`src/gsv_pkg.sv`:
```
// Shared types and constants for the growable stack vector.
package gsv_pkg;

  localparam int unsigned DataW   = 32;
  localparam int unsigned Depth   = 256;
  localparam int unsigned AddrW   = 8;   // word store address
  localparam int unsigned CntW    = 9;   // count and capacity, can hold Depth
  localparam int unsigned OpW     = 2;
  localparam int unsigned StW     = 2;
  localparam int unsigned PaddrW  = 3;
  localparam int unsigned PdataW  = 32;
  localparam int unsigned FifoDepth = 3;
  localparam int unsigned PtrW    = 2;
  localparam int unsigned LvlW    = 2;

  localparam logic [CntW-1:0] DepthCnt = CntW'(Depth);
  localparam logic [CntW-1:0] InitCapRst = 9'd16;
  localparam logic [CntW-1:0] BlockRst   = 9'd8;

  typedef enum logic [OpW-1:0] {
    OpPush = 2'd0,
    OpPop  = 2'd1,
    OpGet  = 2'd2,
    OpSet  = 2'd3
  } op_e;

  typedef enum logic [StW-1:0] {
    StOk    = 2'd0,
    StUnder = 2'd1,
    StOver  = 2'd2,
    StAlloc = 2'd3
  } status_e;

  // register index, taken from paddr[2]
  typedef enum logic {
    RegInitCap   = 1'b0,
    RegBlockSize = 1'b1
  } reg_e;

  typedef struct packed {
    status_e                 status;
    logic signed [DataW-1:0] read_value;
    logic [CntW-1:0]         item_count;
    logic [CntW-1:0]         capacity_now;
  } res_t;

endpackage

```
`src/gsv_res_fifo.sv`:
```
// Small result FIFO that decouples the response channel from the request side.
module gsv_res_fifo (
  input  logic                         clk_i,
  input  logic                         rst_ni,
  input  logic                         push_i,
  input  gsv_pkg::res_t                push_data_i,
  input  logic                         pop_i,
  output gsv_pkg::res_t                data_o,
  output logic                         valid_o,
  output logic [gsv_pkg::LvlW-1:0]     level_o
);

  gsv_pkg::res_t ent_q [gsv_pkg::FifoDepth];
  logic [gsv_pkg::PtrW-1:0] wr_ptr_q, wr_ptr_d;
  logic [gsv_pkg::PtrW-1:0] rd_ptr_q, rd_ptr_d;
  logic [gsv_pkg::LvlW-1:0] level_q, level_d;
  logic                     pop;

  localparam logic [gsv_pkg::PtrW-1:0] LastPtr = gsv_pkg::PtrW'(gsv_pkg::FifoDepth - 1);

  assign pop = pop_i && (level_q != '0);

  always_comb begin
    wr_ptr_d = wr_ptr_q;
    rd_ptr_d = rd_ptr_q;
    level_d  = level_q;
    if (push_i) begin
      wr_ptr_d = (wr_ptr_q == LastPtr) ? '0 : wr_ptr_q + 1'b1;
    end
    if (pop) begin
      rd_ptr_d = (rd_ptr_q == LastPtr) ? '0 : rd_ptr_q + 1'b1;
    end
    if (push_i && !pop) begin
      level_d = level_q + 1'b1;
    end else if (!push_i && pop) begin
      level_d = level_q - 1'b1;
    end
  end

  always_ff @(posedge clk_i or negedge rst_ni) begin
    if (!rst_ni) begin
      wr_ptr_q <= '0;
      rd_ptr_q <= '0;
      level_q  <= '0;
    end else begin
      wr_ptr_q <= wr_ptr_d;
      rd_ptr_q <= rd_ptr_d;
      level_q  <= level_d;
    end
  end

  always_ff @(posedge clk_i) begin
    if (push_i) begin
      ent_q[wr_ptr_q] <= push_data_i;
    end
  end

  assign data_o  = ent_q[rd_ptr_q];
  assign valid_o = (level_q != '0);
  assign level_o = level_q;

endmodule

```
`config.mk`:
```
export PLATFORM = sky130hd
export DESIGN_NAME = gsv_res_fifo
export DESIGN_NICKNAME = d
export VERILOG_FILES = /design/src/gsv_pkg.sv /design/src/gsv_res_fifo.sv
export SDC_FILE = /design/constraint.sdc
export NUM_CORES = 1
export LEC_CHECK = 0
export ABC_AREA = 1
export BUFFER_PORTS_ARGS = -buffer_cell sky130_fd_sc_hd__buf_4
export CORE_ASPECT_RATIO = 0.6
export CORE_MARGIN = 4
export CORE_UTILIZATION = 59
export CTS_CLUSTER_SIZE = 25
export DETAILED_ROUTE_END_ITERATION = 12
export GPL_ROUTABILITY_DRIVEN = 0
export PLACE_DENSITY = 0.81
export SETUP_SLACK_MARGIN = 0.5
export SYNTH_ARGS = -nofsm -noshare
export SYNTH_HDL_FRONTEND = slang
export SYNTH_SLANG_ARGS = --single-unit
export TNS_END_PERCENT = 5
```
`constraint.sdc`:
```
create_clock -name clk_i -period 9.7 [get_ports clk_i]
set_input_delay 1.455 -clock clk_i [delete_from_list [all_inputs] [get_ports clk_i]]
set_output_delay 1.455 -clock clk_i [all_outputs]
set_load 0.1 [all_outputs]
```
-- Word-level counts from Yosys, hierarchy flattened
Memory sizes are Yosys's and may differ from the RTL's.
Cells that the tools add are included.
- add/subtract/negate cells: 4
- multiplexer cells: 6
- reduce and logical (&&, ||, !) cells: 7
- eq/ne operators: 2
- operators with widths (cell ; number):
    2-bit 2-to-1 mux ; 4
    2-bit by 1-bit adder with 2-bit output (second input constant) ; 3
    2-bit == test (second input constant) ; 2
    2-bit nonzero test ; 2
    1-bit logical AND ; 3
    1-bit zero test ; 2
    1-bit 2-to-1 mux ; 2
    2-bit by 1-bit subtractor with 2-bit output (second input constant) ; 1
- bits of input ports: 56
- memories kept: 1
- memory bits (writable): 156
- register bits after elaboration: 6
- memories (name ; words ; width ; rd ports ; clocked after memory_dff ; write ports ; line ; text):
    ent_q ; 3 ; 52 ; 1 ; 0 ; 1 ; gsv_res_fifo.sv:13 ; gsv_pkg::res_t ent_q [gsv_pkg::FifoDepth];

-- Longest topological paths before layout
- depth in word-level cells: 5
- gate-level depth with buffers: 9
- depth with buffers taken out: 9

-- Worst setup path after synthesis
No wires, ideal clock.
- kind: input to register
- start: in push_i
- end: mem ent_q[2][0] in the netlist's numbering, enable pin
- library setup time: 0.463 ns
- setup slack: 5.539 ns
- data arrival time: 3.698 ns
- buffers on the path: 0
- stages: 2
- cell sequence: nand2_1 -> nor2_1
- word-level cells in the longest chain between the ends: 2
- ends and longest elaborated chain (element ; line ; text):
    from (decl) ; gsv_res_fifo.sv:5 ; input logic push_i,
    1-bit 2-to-1 mux ; gsv_res_fifo.sv:53 ; if (push_i) begin
    1-bit 2-to-1 mux (not written as such) ; gsv_res_fifo.sv:54 ; ent_q[wr_ptr_q] <= push_data_i;
    to (decl) ; gsv_res_fifo.sv:13 ;
No other way between the ends.

==> out/metrics.yaml <==
status: "complete, no violations"
hold-worst-slack_ns: 0.510
start_util_pct: 62.6
ios: 111
path_clk_slew_ns: 0.06
numCtsBuffers: 17
tritoncts: "done"
synth_xor_area_share_pct: 0.148
drt_pre_antenna_iters: 5
start_kind: "register"
critPathMaxFanout: 55
synth_cell_types: 15
min_period_over_period_pct: 45.9
hold_path.class: "register to register"
drv_cap: 0
h-tree-depth: 4
crit_path_cell_trace: "nor2_4 > buf_4 > nand2_1 > nand3_1 > buf_4"
clock_path_buffers: 2
grt_pass1_wl_microns: 19000
syn-cell-area_sq_mm: 0.00592
wl_microns: 12200
nNetsFinal: 594
max_freq_mhz: 224
place.port_buffers: 110
drc: 0
rows: 27
wl_per_cell_microns: 17.9
synth_area_per_cell_sq_um: 14.1
cts_resized: 0
clock-sinks: 162
grt_max_degree: 56
grtUsageTotal_pct: 22.2
ant_nets: 0
synth_compound_gate_area_share_pct: 0.169
cts_setup_buffers: 0
synth.ff_latch_count: 162
clkLatencyLatePin_ns: 0.42
slowest_stage: "dfrtp_2"
areaGrowthSynthToFinish_pct: 25.8
period_needed_ns: 4.46
hold_viol: 0
drt_iter0_markers: 280
worst_pin_slew_ns: 1.13
die_y_microns: 85.6
drv_slew: 0
drt-vias-per-instance: 5.46
slew_headroom_pct: 24.7
synthMuxAreaShare_pct: 0
yosys.area_share.simple_pct: 16.0
cp-end-kind: "primary output"
grt_pass1_vias: 3789
grt_overflow_total: 0
antenna_cells: 0
synth_nets: 476
critPathKind: "register to primary output"
synth_top_family_by_area: "simple AND/OR/NAND/NOR gates"
root_buffer: "clkbuf_16"
worstPathArrival_ns: 3.00
path_common_cell: "buf_4"
setup_viol: 0
postCtsHoldBufs: 0
rsz0062_at_grt: "no"
core_area_sq_mm: 0.00946
place_hpwl_microns: 7090
synth_fa_ha_area_share_pct: 0.211
final_util_pct: 78.7
cp_data_required_time_ns: 8.25
vias: 3715
fin_tns_setup_ns: 0
antenna_found_initial: 0
die_w_microns: 137
dp.cells: 648
nFillCells: 578
syn_inst: 419
drive_gt1_share_pct: 27.5
ys_seq_area_share_pct: 81.7
clock_skew_ns: 0.0107
die-area_sq_mm: 0.0118
yosysWarningCount: 0
critPathMaxStageDelay_ns: 0.79
final_cells: 680
critical path: cells and delay by family, from the launching register on:
family,cells,cell delay [ns]
AND/OR/NAND/NOR,3,0.98
buffers and inverters,2,0.76
flip-flops,1,0.79
cells in the mapped netlist, drive strengths merged:
master  number  area share [%]
dfrtp        6             2.5
nand4        1            0.11
edfxtp     156              79
inv          9            0.57
o21ai        2            0.17
buf         15             1.2
nor2         3            0.44
nand2      167              11
ha           1            0.21
xnor2        1            0.15
nand3       57             4.8
clkbuf       1           0.063
final cells by class:
type                    instances  area [sq um]  area share, %
repair buffers                115           863           11.6
flip-flops and latches        162          4840           64.9
multi-input cells             232           983           13.2
clock inverters                14           140           1.88
well taps                     130           163           2.18
clock buffers                  18           429           5.76
inverters                       9          33.8          0.454
per-stage QoR:
step	worst slack, ns	cell area [sq um]
finish	5.24	7450
global route	5.09	7450
CTS	5.24	7450
detailed placement	5.73	6880
global placement	5.73	6880
floorplan	5.54	5920
cells by family after synthesis:
group	count (synthesis)
DFF	162
AOI/OAI and AO/OA	2
adders and majority gates	1
buffers and inverters	25
xor gates and xnor gates	1
and+or+nand+nor	228
flip-flops by register name (all words and copies together), names as in the netlist:
name	count
rd_ptr_q	2
ent_q	156
level_o	2
wr_ptr_q	2
cell usage in the layout, fill, tap and decap left out:
cell and instances:
buf_4 115, o21ai_0 2, nor2_4 3, clkinvlp_4 3
edfxtp_1 156, clkbuf_16 17, ha_1 1, inv_6 1
clkinv_1 2, nand4_1 1, xnor2_1 1, clkinv_2 3
nand3_1 57, clkbuf_1 1, inv_1 6, bufinv_16 2
dfrtp_1 5, nand2_1 167, clkinv_4 3, dfrtp_2 1
inv_2 3
final timing paths:
path                                          from                       to  slack [ns]  cells past startpoint
setup reg to reg           rd_ptr_q[1]$_DFFE_PN0P_  rd_ptr_q[1]$_DFFE_PN0P_        7.41                      4
min in group asynchronous                   rst_ni   level_o[1]$_DFFE_PN0P_        0.83                      1
max in group asynchronous                   rst_ni  rd_ptr_q[1]$_DFFE_PN0P_        8.74                      1
setup / recovery           rd_ptr_q[1]$_DFFE_PN0P_               data_o[11]        5.24                      5
hold reg to reg             level_o[1]$_DFFE_PN0P_   level_o[1]$_DFFE_PN0P_        0.51                      2
hold / removal              level_o[1]$_DFFE_PN0P_   level_o[1]$_DFFE_PN0P_        0.51                      2
per-layer routing:
layer	vias to the layer above	global-route usage, %	routed length [microns]
met5	-	0	0
li1	1703	-	-
met3	15	7.56	1100
met2	160	36.8	5820
met1	1837	28.2	5120
met4	0	6.25	131
Power is left out: the tool's default activity adds up to more than one toggle a clock period on the data nets, which glitch-free logic cannot reach.
